==> config.mk <==
export PLATFORM = sky130hd
export DESIGN_NAME = audio_beat_detector_flat
export DESIGN_NICKNAME = d
export VERILOG_FILES = /design/src/sv/abd_pkg.sv /design/src/sv/abd_if.sv /design/src/sv/audio_beat_detector.sv /design/src/sv/abd_mac.sv /design/src/flat_wrapper.sv
export SDC_FILE = /design/constraint.sdc
export NUM_CORES = 2
export LEC_CHECK = 0
export BUFFER_PORTS_ARGS = -buffer_cell sky130_fd_sc_hd__buf_2
export CAP_MARGIN = 20
export CORE_MARGIN = 2
export CORE_UTILIZATION = 40
export DETAILED_ROUTE_END_ITERATION = 12
export GPL_ROUTABILITY_DRIVEN = 0
export SLEW_MARGIN = 0
export SYNTH_ARGS = -nofsm -noshare
export SYNTH_HDL_FRONTEND = slang
export SYNTH_SLANG_ARGS = --single-unit
export TNS_END_PERCENT = 10
==> constraint.sdc <==
create_clock -name clk -period 12.4 [get_ports clk]
set_input_delay 0.62 -clock clk [delete_from_list [all_inputs] [get_ports clk]]
set_output_delay 0.62 -clock clk [all_outputs]
set_load 0.02 [all_outputs]
==> src/sv/abd_pkg.sv <==
// ----------------------------------------------------------------------------
// abd_pkg: shared types and constants of the bass-envelope beat detector
// Fixed-point coefficients, widths, register codes, sequencer types and the
// saturation helpers used by the datapath.
// ----------------------------------------------------------------------------
package abd_pkg;

  // Field and datapath widths
  localparam int SAMPLE_W      = 10;
  localparam int POT_W         = 10;
  localparam int DC_W          = 10;
  localparam int PERIOD_W      = 16;
  localparam int LEVEL_W       = 32;
  localparam int CENTER_W      = SAMPLE_W + 1;
  localparam int CFG_INDEX_W   = 2;
  localparam int CFG_DATA_W    = 16;

  // Default number of fraction bits of the datapath levels
  localparam int FRACTION_BITS = 16;

  // MAC geometry: operand fed one 8-bit digit per cycle
  localparam int COEF_FRAC = 28;
  localparam int COEF_W    = 32;
  localparam int ACC_W     = 64;
  localparam int DIGIT_W   = 8;
  localparam int OP_W      = 40;
  localparam int NDIG      = OP_W / DIGIT_W;
  localparam int DCNT_W    = $clog2(NDIG);
  localparam int TERM_W    = 2;

  // Configuration register codes and reset values
  localparam logic [CFG_INDEX_W-1:0] REG_DC_OFFSET         = CFG_INDEX_W'(0);
  localparam logic [CFG_INDEX_W-1:0] REG_DECIMATION_PERIOD = CFG_INDEX_W'(1);
  localparam logic [DC_W-1:0]        DC_OFFSET_RESET       = DC_W'(503);
  localparam logic [PERIOD_W-1:0]    PERIOD_RESET          = PERIOD_W'(200);

  // Q28 coefficients, rounded to nearest from their decimal values
  localparam longint CONE        = 64'sd1 <<< COEF_FRAC;
  localparam longint DEC_SCALE   = 64'sd10000000000;
  localparam longint DEC_HALF    = 64'sd5000000000;
  localparam longint Q_BASS_A0   = -((64'sd7960060012 * CONE + DEC_HALF) / DEC_SCALE);
  localparam longint Q_BASS_A1   = (64'sd17903124146 * CONE + DEC_HALF) / DEC_SCALE;
  localparam longint Q_ENV_A0    = (64'sd9875119299 * CONE + DEC_HALF) / DEC_SCALE;
  localparam longint Q_BEAT_A0   = -((64'sd7169861741 * CONE + DEC_HALF) / DEC_SCALE);
  localparam longint Q_BEAT_A1   = (64'sd14453653501 * CONE + DEC_HALF) / DEC_SCALE;
  localparam longint Q_GAIN_BASS = (64'sd10 * CONE + 64'sd45) / 64'sd91;
  localparam longint Q_GAIN_ENV  = (CONE + 64'sd80) / 64'sd160;
  localparam longint Q_GAIN_BEAT = (64'sd1000 * CONE + 64'sd3507) / 64'sd7015;

  localparam logic signed [COEF_W-1:0] COEF_ONE       = COEF_W'(CONE);
  localparam logic signed [COEF_W-1:0] COEF_BASS_A0   = COEF_W'(Q_BASS_A0);
  localparam logic signed [COEF_W-1:0] COEF_BASS_A1   = COEF_W'(Q_BASS_A1);
  localparam logic signed [COEF_W-1:0] COEF_ENV_A0    = COEF_W'(Q_ENV_A0);
  localparam logic signed [COEF_W-1:0] COEF_BEAT_A0   = COEF_W'(Q_BEAT_A0);
  localparam logic signed [COEF_W-1:0] COEF_BEAT_A1   = COEF_W'(Q_BEAT_A1);
  localparam logic signed [COEF_W-1:0] COEF_GAIN_BASS = COEF_W'(Q_GAIN_BASS);
  localparam logic signed [COEF_W-1:0] COEF_GAIN_ENV  = COEF_W'(Q_GAIN_ENV);
  localparam logic signed [COEF_W-1:0] COEF_GAIN_BEAT = COEF_W'(Q_GAIN_BEAT);
  localparam logic signed [COEF_W-1:0] COEF_THRESH    = COEF_W'(50);

  // Sequencer states
  typedef enum logic [1:0] {
    S_IDLE,
    S_INIT,
    S_MAC,
    S_DONE
  } state_t;

  // Filter passes, in processing order
  typedef enum logic [2:0] {
    P_GAIN_BASS,
    P_BASS,
    P_GAIN_ENV,
    P_ENV,
    P_GAIN_BEAT,
    P_BEAT,
    P_THRESH
  } pass_t;

  // MAC control from the sequencer
  typedef struct packed {
    logic clr;
    logic load;
  } mac_ctl_t;

  // Clamp a wide value to the signed 32-bit range
  function automatic logic signed [LEVEL_W-1:0] sat32(input logic signed [ACC_W-1:0] v);
    logic signed [ACC_W-1:0] hi;
    logic signed [ACC_W-1:0] lo;
    hi = ACC_W'({1'b0, {(LEVEL_W-1){1'b1}}});
    lo = -hi - ACC_W'(1);
    if (v > hi) begin
      return {1'b0, {(LEVEL_W-1){1'b1}}};
    end else if (v < lo) begin
      return {1'b1, {(LEVEL_W-1){1'b0}}};
    end
    return v[LEVEL_W-1:0];
  endfunction

  // Rectifier: most negative value maps to most positive
  function automatic logic signed [LEVEL_W-1:0] abs_sat(input logic signed [LEVEL_W-1:0] v);
    if (v == {1'b1, {(LEVEL_W-1){1'b0}}}) begin
      return {1'b0, {(LEVEL_W-1){1'b1}}};
    end else if (v < 0) begin
      return -v;
    end
    return v;
  endfunction

endpackage

==> src/sv/abd_if.sv <==
// ----------------------------------------------------------------------------
// abd_if: stream interfaces of the beat detector
// Sample request channel and beat result channel, valid/ready handshake.
// ----------------------------------------------------------------------------
interface abd_in_if;
  logic                          valid;
  logic                          ready;
  logic [abd_pkg::SAMPLE_W-1:0]  audio_sample;
  logic [abd_pkg::POT_W-1:0]     threshold_pot;

  modport source (output valid, output audio_sample, output threshold_pot, input ready);
  modport sink   (input valid, input audio_sample, input threshold_pot, output ready);
endinterface

interface abd_out_if;
  logic                                valid;
  logic                                ready;
  logic                                beat_detected;
  logic signed [abd_pkg::LEVEL_W-1:0]  beat_level;

  modport source (output valid, output beat_detected, output beat_level, input ready);
  modport sink   (input valid, input beat_detected, input beat_level, output ready);
endinterface

==> src/sv/audio_beat_detector.sv <==
// ----------------------------------------------------------------------------
// audio_beat_detector: bass-envelope beat detector
// Every sample runs the gain, bass and envelope passes; a sample that reaches
// the decimation period also runs the beat passes and posts a result.
// A new sample is accepted only while idle, after the last one is through,
// as all products share the single digit-serial MAC (7 or 12 products).
// Reset clears all filter history, the sample counter and the result slot,
// and loads the register defaults; no clearing pass is needed.
// ----------------------------------------------------------------------------
module audio_beat_detector #(
  parameter int FRACTION_BITS = abd_pkg::FRACTION_BITS
) (
  input  logic                                 clk,
  input  logic                                 rst_n,
  abd_in_if.sink                               in_chan,
  abd_out_if.source                            out_chan,
  input  logic                                 cfg_we,
  input  logic [abd_pkg::CFG_INDEX_W-1:0]      cfg_index,
  input  logic [abd_pkg::CFG_DATA_W-1:0]       cfg_wdata
);

  localparam int LW = abd_pkg::LEVEL_W;
  localparam int AW = abd_pkg::ACC_W;
  localparam int OW = abd_pkg::OP_W;
  localparam int TW = abd_pkg::TERM_W;
  localparam logic signed [AW-1:0] HALF_IN  =
    AW'(64'sd1 <<< (abd_pkg::COEF_FRAC - FRACTION_BITS - 1));
  localparam logic signed [AW-1:0] HALF_OUT = AW'(64'sd1 <<< (abd_pkg::COEF_FRAC - 1));

  abd_pkg::state_t   state_r, state_nxt;
  abd_pkg::pass_t    pass_r, pass_nxt;
  logic [TW-1:0]     term_r, term_nxt;
  logic [TW-1:0]     term_sel;
  logic [TW-1:0]     term_last;
  abd_pkg::mac_ctl_t mac_ctl;
  logic              mac_last;
  logic signed [AW-1:0] mac_acc;
  logic signed [AW-1:0] mac_init;
  logic signed [OW-1:0] mac_op;
  logic signed [abd_pkg::COEF_W-1:0] mac_coef;

  // configuration
  logic [abd_pkg::DC_W-1:0]     dc_offset_r;
  logic [abd_pkg::PERIOD_W-1:0] period_r;

  // request payload
  logic signed [abd_pkg::CENTER_W-1:0] centered_r;
  logic [abd_pkg::POT_W-1:0]           pot_r;

  // filter state and scratch value
  logic signed [LW-1:0] tmp_r;
  logic signed [LW-1:0] bass_in0_r, bass_in1_r, bass_out0_r, bass_out1_r;
  logic signed [LW-1:0] env_in_r, env_out_r;
  logic signed [LW-1:0] beat_in0_r, beat_in1_r, beat_out0_r, beat_out1_r;
  logic [abd_pkg::PERIOD_W-1:0] count_r;

  // result slot
  logic                 out_valid_r;
  logic                 out_beat_r;
  logic signed [LW-1:0] out_level_r;

  logic                 in_accept;
  logic                 out_free;
  logic                 hit;
  logic signed [AW-1:0] res_sh;
  logic signed [LW-1:0] res;

  assign in_chan.ready      = (state_r == abd_pkg::S_IDLE);
  assign in_accept          = in_chan.valid && in_chan.ready;
  assign out_chan.valid     = out_valid_r;
  assign out_chan.beat_detected = out_beat_r;
  assign out_chan.beat_level    = out_level_r;
  assign out_free           = !out_valid_r || out_chan.ready;
  assign hit                = (count_r == period_r);

  // rounded and clamped pass result
  assign res_sh = (pass_r == abd_pkg::P_GAIN_BASS) ?
                  (mac_acc >>> (abd_pkg::COEF_FRAC - FRACTION_BITS)) :
                  (mac_acc >>> abd_pkg::COEF_FRAC);
  assign res    = abd_pkg::sat32(res_sh);

  // configuration writes
  always_ff @(posedge clk) begin
    if (!rst_n) begin
      dc_offset_r <= abd_pkg::DC_OFFSET_RESET;
      period_r    <= abd_pkg::PERIOD_RESET;
    end else if (cfg_we) begin
      case (cfg_index)
        abd_pkg::REG_DC_OFFSET:         dc_offset_r <= cfg_wdata[abd_pkg::DC_W-1:0];
        abd_pkg::REG_DECIMATION_PERIOD: period_r    <= cfg_wdata;
        default: ;
      endcase
    end
  end

  // sequencer state registers
  always_ff @(posedge clk) begin
    if (!rst_n) begin
      state_r <= abd_pkg::S_IDLE;
      pass_r  <= abd_pkg::P_GAIN_BASS;
      term_r  <= '0;
    end else begin
      state_r <= state_nxt;
      pass_r  <= pass_nxt;
      term_r  <= term_nxt;
    end
  end

  // number of products per pass, less one
  always_comb begin
    case (pass_r)
      abd_pkg::P_BASS, abd_pkg::P_BEAT: term_last = TW'(2);
      abd_pkg::P_ENV:                   term_last = TW'(1);
      default:                          term_last = TW'(0);
    endcase
  end

  // sequencer next state
  always_comb begin
    state_nxt = state_r;
    pass_nxt  = pass_r;
    term_nxt  = term_r;
    mac_ctl   = '0;
    case (state_r)
      abd_pkg::S_IDLE: begin
        if (in_chan.valid) begin
          state_nxt = abd_pkg::S_INIT;
          pass_nxt  = abd_pkg::P_GAIN_BASS;
        end
      end
      abd_pkg::S_INIT: begin
        mac_ctl.clr  = 1'b1;
        mac_ctl.load = 1'b1;
        term_nxt     = '0;
        state_nxt    = abd_pkg::S_MAC;
      end
      abd_pkg::S_MAC: begin
        if (mac_last) begin
          if (term_r != term_last) begin
            mac_ctl.load = 1'b1;
            term_nxt     = term_r + TW'(1);
          end else begin
            state_nxt = abd_pkg::S_DONE;
          end
        end
      end
      abd_pkg::S_DONE: begin
        case (pass_r)
          abd_pkg::P_GAIN_BASS: begin
            pass_nxt = abd_pkg::P_BASS;     state_nxt = abd_pkg::S_INIT;
          end
          abd_pkg::P_BASS: begin
            pass_nxt = abd_pkg::P_GAIN_ENV; state_nxt = abd_pkg::S_INIT;
          end
          abd_pkg::P_GAIN_ENV: begin
            pass_nxt = abd_pkg::P_ENV;      state_nxt = abd_pkg::S_INIT;
          end
          abd_pkg::P_ENV: begin
            if (hit) begin
              pass_nxt  = abd_pkg::P_GAIN_BEAT;
              state_nxt = abd_pkg::S_INIT;
            end else begin
              state_nxt = abd_pkg::S_IDLE;
            end
          end
          abd_pkg::P_GAIN_BEAT: begin
            pass_nxt = abd_pkg::P_BEAT;     state_nxt = abd_pkg::S_INIT;
          end
          abd_pkg::P_BEAT: begin
            pass_nxt = abd_pkg::P_THRESH;   state_nxt = abd_pkg::S_INIT;
          end
          abd_pkg::P_THRESH: begin
            // hold until the result slot is free
            if (out_free) begin
              state_nxt = abd_pkg::S_IDLE;
            end
          end
          default: state_nxt = abd_pkg::S_IDLE;
        endcase
      end
      default: state_nxt = abd_pkg::S_IDLE;
    endcase
  end

  // product selection for the pass and term being loaded
  assign term_sel = (state_r == abd_pkg::S_INIT) ? '0 : (term_r + TW'(1));

  always_comb begin
    mac_init = HALF_OUT;
    mac_op   = '0;
    mac_coef = abd_pkg::COEF_ONE;
    case (pass_r)
      abd_pkg::P_GAIN_BASS: begin
        mac_init = HALF_IN;
        mac_op   = OW'(centered_r);
        mac_coef = abd_pkg::COEF_GAIN_BASS;
      end
      abd_pkg::P_BASS: begin
        case (term_sel)
          TW'(0): begin
            mac_op = OW'(tmp_r) - OW'(bass_in0_r); mac_coef = abd_pkg::COEF_ONE;
          end
          TW'(1): begin
            mac_op = OW'(bass_out0_r); mac_coef = abd_pkg::COEF_BASS_A0;
          end
          default: begin
            mac_op = OW'(bass_out1_r); mac_coef = abd_pkg::COEF_BASS_A1;
          end
        endcase
      end
      abd_pkg::P_GAIN_ENV: begin
        mac_op   = OW'(abd_pkg::abs_sat(bass_out1_r));
        mac_coef = abd_pkg::COEF_GAIN_ENV;
      end
      abd_pkg::P_ENV: begin
        case (term_sel)
          TW'(0): begin
            mac_op = OW'(env_in_r) + OW'(tmp_r); mac_coef = abd_pkg::COEF_ONE;
          end
          default: begin
            mac_op = OW'(env_out_r); mac_coef = abd_pkg::COEF_ENV_A0;
          end
        endcase
      end
      abd_pkg::P_GAIN_BEAT: begin
        mac_op   = OW'(env_out_r);
        mac_coef = abd_pkg::COEF_GAIN_BEAT;
      end
      abd_pkg::P_BEAT: begin
        case (term_sel)
          TW'(0): begin
            mac_op = OW'(tmp_r) - OW'(beat_in0_r); mac_coef = abd_pkg::COEF_ONE;
          end
          TW'(1): begin
            mac_op = OW'(beat_out0_r); mac_coef = abd_pkg::COEF_BEAT_A0;
          end
          default: begin
            mac_op = OW'(beat_out1_r); mac_coef = abd_pkg::COEF_BEAT_A1;
          end
        endcase
      end
      abd_pkg::P_THRESH: begin
        // 50 * level - pot * 2^F, positive means a beat
        mac_init = -(signed'(AW'(pot_r)) <<< FRACTION_BITS);
        mac_op   = OW'(beat_out1_r);
        mac_coef = abd_pkg::COEF_THRESH;
      end
      default: ;
    endcase
  end

  abd_mac u_mac (
    .clk     (clk),
    .rst_n   (rst_n),
    .ctl     (mac_ctl),
    .init    (mac_init),
    .operand (mac_op),
    .coef    (mac_coef),
    .last    (mac_last),
    .acc     (mac_acc)
  );

  // request capture and scratch value from the gain passes
  always_ff @(posedge clk) begin
    if (in_accept) begin
      centered_r <= signed'({1'b0, in_chan.audio_sample}) - signed'({1'b0, dc_offset_r});
      pot_r      <= in_chan.threshold_pot;
    end
    if (state_r == abd_pkg::S_DONE) begin
      case (pass_r)
        abd_pkg::P_GAIN_BASS, abd_pkg::P_GAIN_ENV, abd_pkg::P_GAIN_BEAT: tmp_r <= res;
        default: ;
      endcase
    end
  end

  // filter history and sample counter
  always_ff @(posedge clk) begin
    if (!rst_n) begin
      bass_in0_r  <= '0;
      bass_in1_r  <= '0;
      bass_out0_r <= '0;
      bass_out1_r <= '0;
      env_in_r    <= '0;
      env_out_r   <= '0;
      beat_in0_r  <= '0;
      beat_in1_r  <= '0;
      beat_out0_r <= '0;
      beat_out1_r <= '0;
      count_r     <= '0;
    end else if (state_r == abd_pkg::S_DONE) begin
      case (pass_r)
        abd_pkg::P_BASS: begin
          bass_in0_r  <= bass_in1_r;
          bass_in1_r  <= tmp_r;
          bass_out0_r <= bass_out1_r;
          bass_out1_r <= res;
        end
        abd_pkg::P_ENV: begin
          env_in_r  <= tmp_r;
          env_out_r <= res;
          count_r   <= hit ? abd_pkg::PERIOD_W'(1) : (count_r + abd_pkg::PERIOD_W'(1));
        end
        abd_pkg::P_BEAT: begin
          beat_in0_r  <= beat_in1_r;
          beat_in1_r  <= tmp_r;
          beat_out0_r <= beat_out1_r;
          beat_out1_r <= res;
        end
        default: ;
      endcase
    end
  end

  // result slot
  always_ff @(posedge clk) begin
    if (!rst_n) begin
      out_valid_r <= 1'b0;
    end else if (state_r == abd_pkg::S_DONE && pass_r == abd_pkg::P_THRESH && out_free) begin
      out_valid_r <= 1'b1;
    end else if (out_chan.ready) begin
      out_valid_r <= 1'b0;
    end
  end

  always_ff @(posedge clk) begin
    if (state_r == abd_pkg::S_DONE && pass_r == abd_pkg::P_THRESH && out_free) begin
      out_beat_r  <= (mac_acc > 0);
      out_level_r <= beat_out1_r;
    end
  end

endmodule

==> src/sv/abd_mac.sv <==
// ----------------------------------------------------------------------------
// abd_mac: digit-serial multiply-accumulate unit
// The operand shifts out one 8-bit digit per cycle; each digit times the
// coefficient is added into a 64-bit accumulator at the digit's weight.
// ----------------------------------------------------------------------------
module abd_mac (
  input  logic                                clk,
  input  logic                                rst_n,
  input  abd_pkg::mac_ctl_t                   ctl,
  input  logic signed [abd_pkg::ACC_W-1:0]    init,
  input  logic signed [abd_pkg::OP_W-1:0]     operand,
  input  logic signed [abd_pkg::COEF_W-1:0]   coef,
  output logic                                last,
  output logic signed [abd_pkg::ACC_W-1:0]    acc
);

  logic [abd_pkg::OP_W-1:0]                        op_sr_r;
  logic signed [abd_pkg::COEF_W-1:0]               coef_r;
  logic signed [abd_pkg::ACC_W-1:0]                acc_r;
  logic signed [abd_pkg::ACC_W-1:0]                acc_nxt;
  logic [abd_pkg::DCNT_W-1:0]                      dig_cnt_r;
  logic                                            busy_r;
  logic signed [abd_pkg::DIGIT_W:0]                digit;
  logic signed [abd_pkg::COEF_W+abd_pkg::DIGIT_W:0] pp;
  logic signed [abd_pkg::ACC_W-1:0]                pp_sh;

  // top digit carries the operand sign, lower digits are unsigned
  assign last  = busy_r && (dig_cnt_r == abd_pkg::DCNT_W'(abd_pkg::NDIG - 1));
  assign digit = last ? {op_sr_r[abd_pkg::DIGIT_W-1], op_sr_r[abd_pkg::DIGIT_W-1:0]}
                      : {1'b0, op_sr_r[abd_pkg::DIGIT_W-1:0]};
  assign pp      = coef_r * digit;
  assign pp_sh   = abd_pkg::ACC_W'(pp) <<< (abd_pkg::DIGIT_W * dig_cnt_r);
  assign acc_nxt = acc_r + pp_sh;
  assign acc     = acc_r;

  // digit counter and busy flag
  always_ff @(posedge clk) begin
    if (!rst_n) begin
      busy_r    <= 1'b0;
      dig_cnt_r <= '0;
    end else if (ctl.load) begin
      busy_r    <= 1'b1;
      dig_cnt_r <= '0;
    end else if (busy_r) begin
      dig_cnt_r <= dig_cnt_r + abd_pkg::DCNT_W'(1);
      if (last) begin
        busy_r <= 1'b0;
      end
    end
  end

  // operand shift register, coefficient and accumulator
  always_ff @(posedge clk) begin
    if (ctl.load) begin
      op_sr_r <= operand;
      coef_r  <= coef;
    end else if (busy_r) begin
      op_sr_r <= op_sr_r >> abd_pkg::DIGIT_W;
    end
    if (ctl.clr) begin
      acc_r <= init;
    end else if (busy_r) begin
      acc_r <= acc_nxt;
    end
  end

endmodule
==> src/flat_wrapper.sv <==
// flat-port wrapper written by rule: the top's interface ports become plain ports
module audio_beat_detector_flat 
#(
  parameter int FRACTION_BITS = abd_pkg::FRACTION_BITS
)
  (clk, rst_n, cfg_we, cfg_index, cfg_wdata, in_chan_valid, in_chan_audio_sample, in_chan_threshold_pot, in_chan_ready, out_chan_valid, out_chan_beat_detected, out_chan_beat_level, out_chan_ready);
  abd_in_if in_chan_i ();
  abd_out_if out_chan_i ();
  input  logic clk;
  input  logic rst_n;
  input  logic cfg_we;
  input  logic [abd_pkg::CFG_INDEX_W-1:0] cfg_index;
  input  logic [abd_pkg::CFG_DATA_W-1:0] cfg_wdata;
  input wire logic [$bits(in_chan_i.valid)-1:0] in_chan_valid;
  input wire logic [$bits(in_chan_i.audio_sample)-1:0] in_chan_audio_sample;
  input wire logic [$bits(in_chan_i.threshold_pot)-1:0] in_chan_threshold_pot;
  output wire logic [$bits(in_chan_i.ready)-1:0] in_chan_ready;
  output wire logic [$bits(out_chan_i.valid)-1:0] out_chan_valid;
  output wire logic [$bits(out_chan_i.beat_detected)-1:0] out_chan_beat_detected;
  output wire logic [$bits(out_chan_i.beat_level)-1:0] out_chan_beat_level;
  input wire logic [$bits(out_chan_i.ready)-1:0] out_chan_ready;
  assign in_chan_i.valid = in_chan_valid;
  assign in_chan_i.audio_sample = in_chan_audio_sample;
  assign in_chan_i.threshold_pot = in_chan_threshold_pot;
  assign in_chan_ready = in_chan_i.ready;
  assign out_chan_valid = out_chan_i.valid;
  assign out_chan_beat_detected = out_chan_i.beat_detected;
  assign out_chan_beat_level = out_chan_i.beat_level;
  assign out_chan_i.ready = out_chan_ready;
  audio_beat_detector #(.FRACTION_BITS(FRACTION_BITS)) u_core (.clk(clk), .rst_n(rst_n), .in_chan(in_chan_i), .out_chan(out_chan_i), .cfg_we(cfg_we), .cfg_index(cfg_index), .cfg_wdata(cfg_wdata));
endmodule
### Word level (Yosys, flattened, before mapping)

Index checks and enable logic that the tools add are counted.

| storage, ports and cells | value |
|---|---|
| flip-flop bits (word level) | 596 |
| latch bits | 0 |
| RAM bits | 0 |
| ROM bits | 0 |
| input port bits | 43 |
| output and inout port bits | 35 |
| logic and storage cells | 146 |
| memories kept | 0 |

| operators by class | value |
|---|---|
| add/sub/neg operators | 10 |
| multipliers | 1 |
| divide/modulo/power cells | 0 |
| magnitude comparators | 4 |
| equal/unequal tests | 22 |
| shifts and indexed selects | 1 |
| multiplexer cells | 52 |
| bitwise gates (word level) | 1 |
| reduce and logical (&&, ||, !) cells | 28 |

Operator list:

| kind | count |
|---|---|
| $pmux 40 s7 | 1 |
| $pmux 32 s7 | 1 |
| $mux 32 | 6 |
| $pmux 40 s2 | 2 |
| $mux 64 | 2 |
| $pmux 32 s2 | 2 |
| $pmux 64 s2 | 1 |
| $mux 40 | 3 |
| $sub 32x32->33 | 2 |
| $add 64x64->64 | 1 |
| $gt 64x1->1 const B | 1 |
| $neg 26->64 | 1 |
| $sshl 41x6->64 | 1 |
| $gt 52x32->1 const B | 1 |
| $lt 52x32->1 const B | 1 |
| $mux 51 | 1 |
| $mul 32x9->41 | 1 |
| $add 32x32->33 | 1 |
| $eq 32x32->1 const B | 1 |
| $lt 32x1->1 const B | 1 |
| $neg 32->32 | 1 |
| $mux 29 | 1 |
| $pmux 3 s6 | 1 |
| $add 16x1->16 const B | 1 |
| other kinds (37) | 84 |

### Longest topological paths before layout

| logic depth | value |
|---|---|
| depth in word-level cells | 8 |
| mapped depth | 41 |
| gate-level depth less buffers | 37 |

### Cells and area by module

Synthesis repeated with hierarchy kept, for this count alone.

| unflattened totals | value |
|---|---|
| cells, all modules | 5528 |
| area total of the unflattened synthesis | 46582.2 um^2 |

Modules (own cells, without submodules):

| module | times used | cells each | area an instance (um^2) |
|---|---|---|---|
| audio_beat_detector | 1 | 3263 | 26451.6 |
| abd_mac | 1 | 2265 | 20130.6 |

### Worst setup path before layout

OpenSTA, ideal clock, no wires.

| timing | value |
|---|---|
| path kind | reg-to-reg |
| start | register u_core.u_mac.dig_cnt_r[0] (netlist bit) |
| end | register u_core.u_mac.acc_r (netlist bit u_core.u_mac.acc[47]), data pin |
| setup time | 0.271 ns |
| arrival time | 9.232 ns |
| slack | 2.898 ns |
| stages on the path, launching flop included | 41 |
| period minus slack after synthesis | 9.502 ns |
| cells stage by stage | dfxtp_1 > inv_1 > clkbuf_1 > clkbuf_1 > ha_1 > nand4_1 > clkbuf_1 > nor2_1 > inv_1 > fa_1 > fa_1 > fa_1 > inv_1 > fa_1 > inv_1 > fa_1 > inv_1 > ha_1 > (+5 left out) > o31ai_1 > xor2_1 > nand2_1 > o21ai_0 > mux2i_1 > and2_1 > ha_1 > and3_1 > nand3_1 > nand4bb_1 > a211oi_1 > nor3_1 > nand2_1 > a31oi_1 > o221ai_1 > a221oi_1 > xor2_1 > o21ai_0 |

| between the ends | value |
|---|---|
| word-level cells in the longest chain between the ends | 8 |

RTL lines:

| item | RTL line | source |
|---|---|---|
| start: declaration | abd_mac.sv:21 | `logic [abd_pkg::DCNT_W-1:0] dig_cnt_r;` |
| start signal: assignment | abd_mac.sv:45 | `dig_cnt_r <= dig_cnt_r + abd_pkg::DCNT_W'(1);` |
| $eq 3x3->1 | abd_mac.sv:28 | `assign last = busy_r && (dig_cnt_r == abd_pkg::DCNT_W'(abd_pkg::NDIG - 1));` |
| $logic_and 1x1->1 | abd_mac.sv:28 |  |
| $mux 9 | abd_mac.sv:29 | `assign digit = last ? {op_sr_r[abd_pkg::DIGIT_W-1], op_sr_r[abd_pkg::DIGIT_W-1:0]}` |
| $mul 32x9->41 | abd_mac.sv:31 | `assign pp = coef_r * digit;` |
| $sshl 41x6->64 (*) | abd_mac.sv:32 | `assign pp_sh = abd_pkg::ACC_W'(pp) <<< (abd_pkg::DIGIT_W * dig_cnt_r);` |
| $add 64x64->64 (*) | abd_mac.sv:33 | `assign acc_nxt = acc_r + pp_sh;` |
| $mux 64 (*) | abd_mac.sv:62 | `end else if (busy_r) begin` |
| $mux 64 (*) | abd_mac.sv:60 | `if (ctl.clr) begin` |
| end signal: assignment | abd_mac.sv:61 | `acc_r <= init;` |
| end signal: assignment | abd_mac.sv:63 | `acc_r <= acc_nxt;` |
| end: declaration | abd_mac.sv:19 | `logic signed [abd_pkg::ACC_W-1:0] acc_r;` |

Mark *: on every way between the ends. The rest lies on a longest branch, timed or not. The select of a mux whose other input is x is not followed.
A chain may end at the register's enable or synchronous reset.

### Final worst setup path

Ends and elaborated chain as after synthesis.

==> out/metrics.yaml <==
antenna_found_initial: 4
layout-area-overhead-vs-synth_pct: 8.97
timing.critical_path.from_type: "flop"
ioPinCount: 78
synth_warnings: 0
crit_path_end_kind: "flop"
grtUsageMet3_pct: 4.68
synthDominantCellAreaShare_pct: 16.7
postSynthRegisterBits: 586
io_buffers: 77
period_needed_ns: 10.68
clock_sink_count: 586
place_ws_ns: 1.88
drt-wirelength-per-cell_um: 22.0
initial_utilization_pct: 40.5
ys_top_cells_by_area: "sky130_fd_sc_hd__dfxtp_1 (17%), sky130_fd_sc_hd__edfxtp_1 (14%), sky130_fd_sc_hd__fa_1 (10%)"
worst_slew_pin_slew_ns: 1.05
timing.max_slew.rel_slack_pct: 30.0
timing.critical_path.required_ns: 12.77
post_synth_instance_area_um2: 44900
post_cts.resized_instances: 0
num_vias: 38700
hold_buffers: 0
synth.distinct_cells: 86
final.setup.worst_slack_ns: 1.72
drt.antenna.violating_nets: 0
minimum_hold_slack_ns: 0.153
h_tree_level_count: 3
number_of_enable_flip_flop_cells_after_synthesis: 212
slowest_stage: "sky130_fd_sc_hd__a211oi_1"
detail_route.drc_violations: 0
maxcap_violations: 0
worstPathArrival_ns: 11.05
rsz0062_at_grt: "no"
tritoncts: "done"
cpLargestDelayFamily: "adder cells"
timing.final.crit_share_pct: 86.1
count_of_mapped_cells_out_of_synthesis: 5294
floorplan.die_area_um2: 115000
critical-path-max-stage-delay_ns: 0.65
groute.usage.overall_pct: 25.3
totalWireLength_um: 148000
design_area_um2: 48900
globalRouteOverflowTotal: 0
globalRoute.busiestLayer: "met2"
worst_skew_pair.late_latency_ns: 0.67
die_width_um: 339
number_of_buffers_inserted_during_clock_tree_synthesis: 70
wire_length_of_the_first_global_routing_pass_um: 227000
post_dp_cell_area_um2: 46500
fp.dieH_um: 339
nets_in_the_synthesized_netlist: 5827
clock_tree.root_cell: "sky130_fd_sc_hd__clkbuf_16"
cp_max_fo: 39
crit_path_category: "reg2reg"
cts_post_setup_buffers_inserted: 0
dp_hpwl_um: 108000
insertedDiodeCount: 0
most_instantiated_library_cell_after_synthesis: "sky130_fd_sc_hd__nand2_1"
tns_ns: 0
drt_iter0_drc: 3738
drt_pass1_iterations: 8
largest_net_degree_at_the_start_of_global_routing: 200
synth.largest_area_cell: "sky130_fd_sc_hd__dfxtp_1"
drive_above_1_share_pct: 5.96
final-hold-violation-count: 0
maxSlewViolCount: 0
grt_use_met1_pct: 33.9
grt_util_met2_pct: 39.8
clk_pin_slew_worst_paths_ns: 0.06
hold_path.class: "in2reg"
synth_seq_area_share_pct: 30.9
rows: 122
fmaxAchievable_mhz: 93.6
critical_path_buf_inv_count: 6
route.detailed.vias_per_inst: 5.76
synthesis.area_per_instance_um2: 8.48
core_um2: 111000
timing.clock.skew_ns: 0.0671
setup_violations: 0
yosys-top-cells-count: "sky130_fd_sc_hd__nand2_1 (939), sky130_fd_sc_hd__inv_1 (451), sky130_fd_sc_hd__dfxtp_1 (374), sky130_fd_sc_hd__clkbuf_1 (286), sky130_fd_sc_hd__a21boi_0 (266)"
postSynth.asyncResetShare_pct: 0
outcome: "complete, no violations"
ys.flop_type: "sky130_fd_sc_hd__dfxtp_1"
clockBufferDepth: 3
vias_in_the_first_global_route: 37500
final_nets: 5716
registers in the layout (all words and copies together), names as in the netlist, 3 cells and up:
signal,flops
u_core.beat_in1_r,32
u_core.beat_out0_r,32
u_core.u_mac.acc,64
u_core.dc_offset_r,10
u_core.bass_in1_r,32
u_core.pass_r,3
u_core.u_mac.coef_r,29
u_core.count_r,16
u_core.u_mac.dig_cnt_r,3
u_core.env_out_r,32
u_core.bass_in0_r,32
u_core.tmp_r,32
u_core.u_mac.op_sr_r,33
u_core.out_chan.beat_level,32
u_core.period_r,16
u_core.pot_r,10
u_core.bass_out1_r,32
u_core.env_in_r,32
u_core.beat_in0_r,32
u_core.centered_r,11
u_core.bass_out0_r,32
u_core.beat_out1_r,32
cells by family (layout without fill, tap and decap cells):
family / count (synthesis) / in the layout / synth area share, %
flops: 586 / 586 / 30.9
xor+xnor: 227 / 227 / 4.43
mux: 65 / 65 / 1.50
compound gates: 1429 / 1429 / 21.9
buf+inv: 769 / 714 / 6.50
simple gates: 1727 / 1727 / 17.4
fa+ha+maj: 491 / 491 / 17.5
area by class of cell:
type	count	area [µm²]
multi-input cells	3939	28200
clock buffers	86	1860
inverters	452	1700
repair buffers	134	863
well taps	1488	1860
fillers	11000	62000
flip-flops and latches	586	13900
clock inverters	42	567
cells in the final DEF, fill, tap and decap left out, types with 71 or more instances in the layout:
cell / netlist / final
sky130_fd_sc_hd__o211a_1: 96 / 96
sky130_fd_sc_hd__nor2_1: 242 / 239
sky130_fd_sc_hd__nand2_1: 939 / 936
sky130_fd_sc_hd__fa_1: 227 / 227
sky130_fd_sc_hd__and2_1: 174 / 173
sky130_fd_sc_hd__clkbuf_16: 0 / 71
sky130_fd_sc_hd__edfxtp_1: 212 / 212
sky130_fd_sc_hd__a21oi_1: 263 / 262
sky130_fd_sc_hd__xnor2_1: 150 / 150
sky130_fd_sc_hd__xor2_1: 77 / 77
sky130_fd_sc_hd__inv_1: 451 / 451
sky130_fd_sc_hd__a21o_1: 107 / 107
sky130_fd_sc_hd__nand3_1: 75 / 75
sky130_fd_sc_hd__dfxtp_1: 374 / 374
sky130_fd_sc_hd__ha_1: 263 / 262
sky130_fd_sc_hd__a21boi_0: 266 / 266
sky130_fd_sc_hd__buf_2: 4 / 76
sky130_fd_sc_hd__o21ai_0: 244 / 241
worst register-to-register path: cells and delay by family, from the launching register on:
| family | cells | cell delay [ns] |
|---|---|---|
| multiplexers | 1 | 0.16 |
| adder cells (fa/ha/maj) | 8 | 3.59 |
| flip-flops | 1 | 0.31 |
| XOR/XNOR | 2 | 0.50 |
| AO/OA/AOI/OAI | 11 | 2.95 |
| buffers and inverters | 6 | 0.69 |
| AND/OR/NAND/NOR | 10 | 2.22 |
through the flow:
step                cells  util (%)
global placement     6597      41.9
detailed placement   6597      41.9
global route         6727      44.1
floorplan            5294         -
CTS                  6725      44.0
finish               6727      44.1
metal layers:
layer | vias to the layer above | share of wire [%]
li1 | 18000 | -
met1 | 18800 | 42
met2 | 1564 | 45
met3 | 346 | 8.2
met4 | 6 | 4.7
met5 | - | 0.072
path summary, 6_finish.rpt:
check                                 start                    end  slack, ns  cells past startpoint
setup reg to reg  u_core.u_mac.dig_cnt_r[0]   u_core.u_mac.acc[47]       1.72                     38
hold / removal     in_chan_threshold_pot[5]        u_core.pot_r[5]       0.15                      1
hold reg to reg       u_core.beat_in1_r[30]  u_core.beat_in0_r[30]       0.41                      2
setup / recovery  u_core.u_mac.dig_cnt_r[0]   u_core.u_mac.acc[47]       1.72                     38
Power is not shown: default switching activity piles up to over one toggle a cycle in this logic, so the estimate is an artifact.
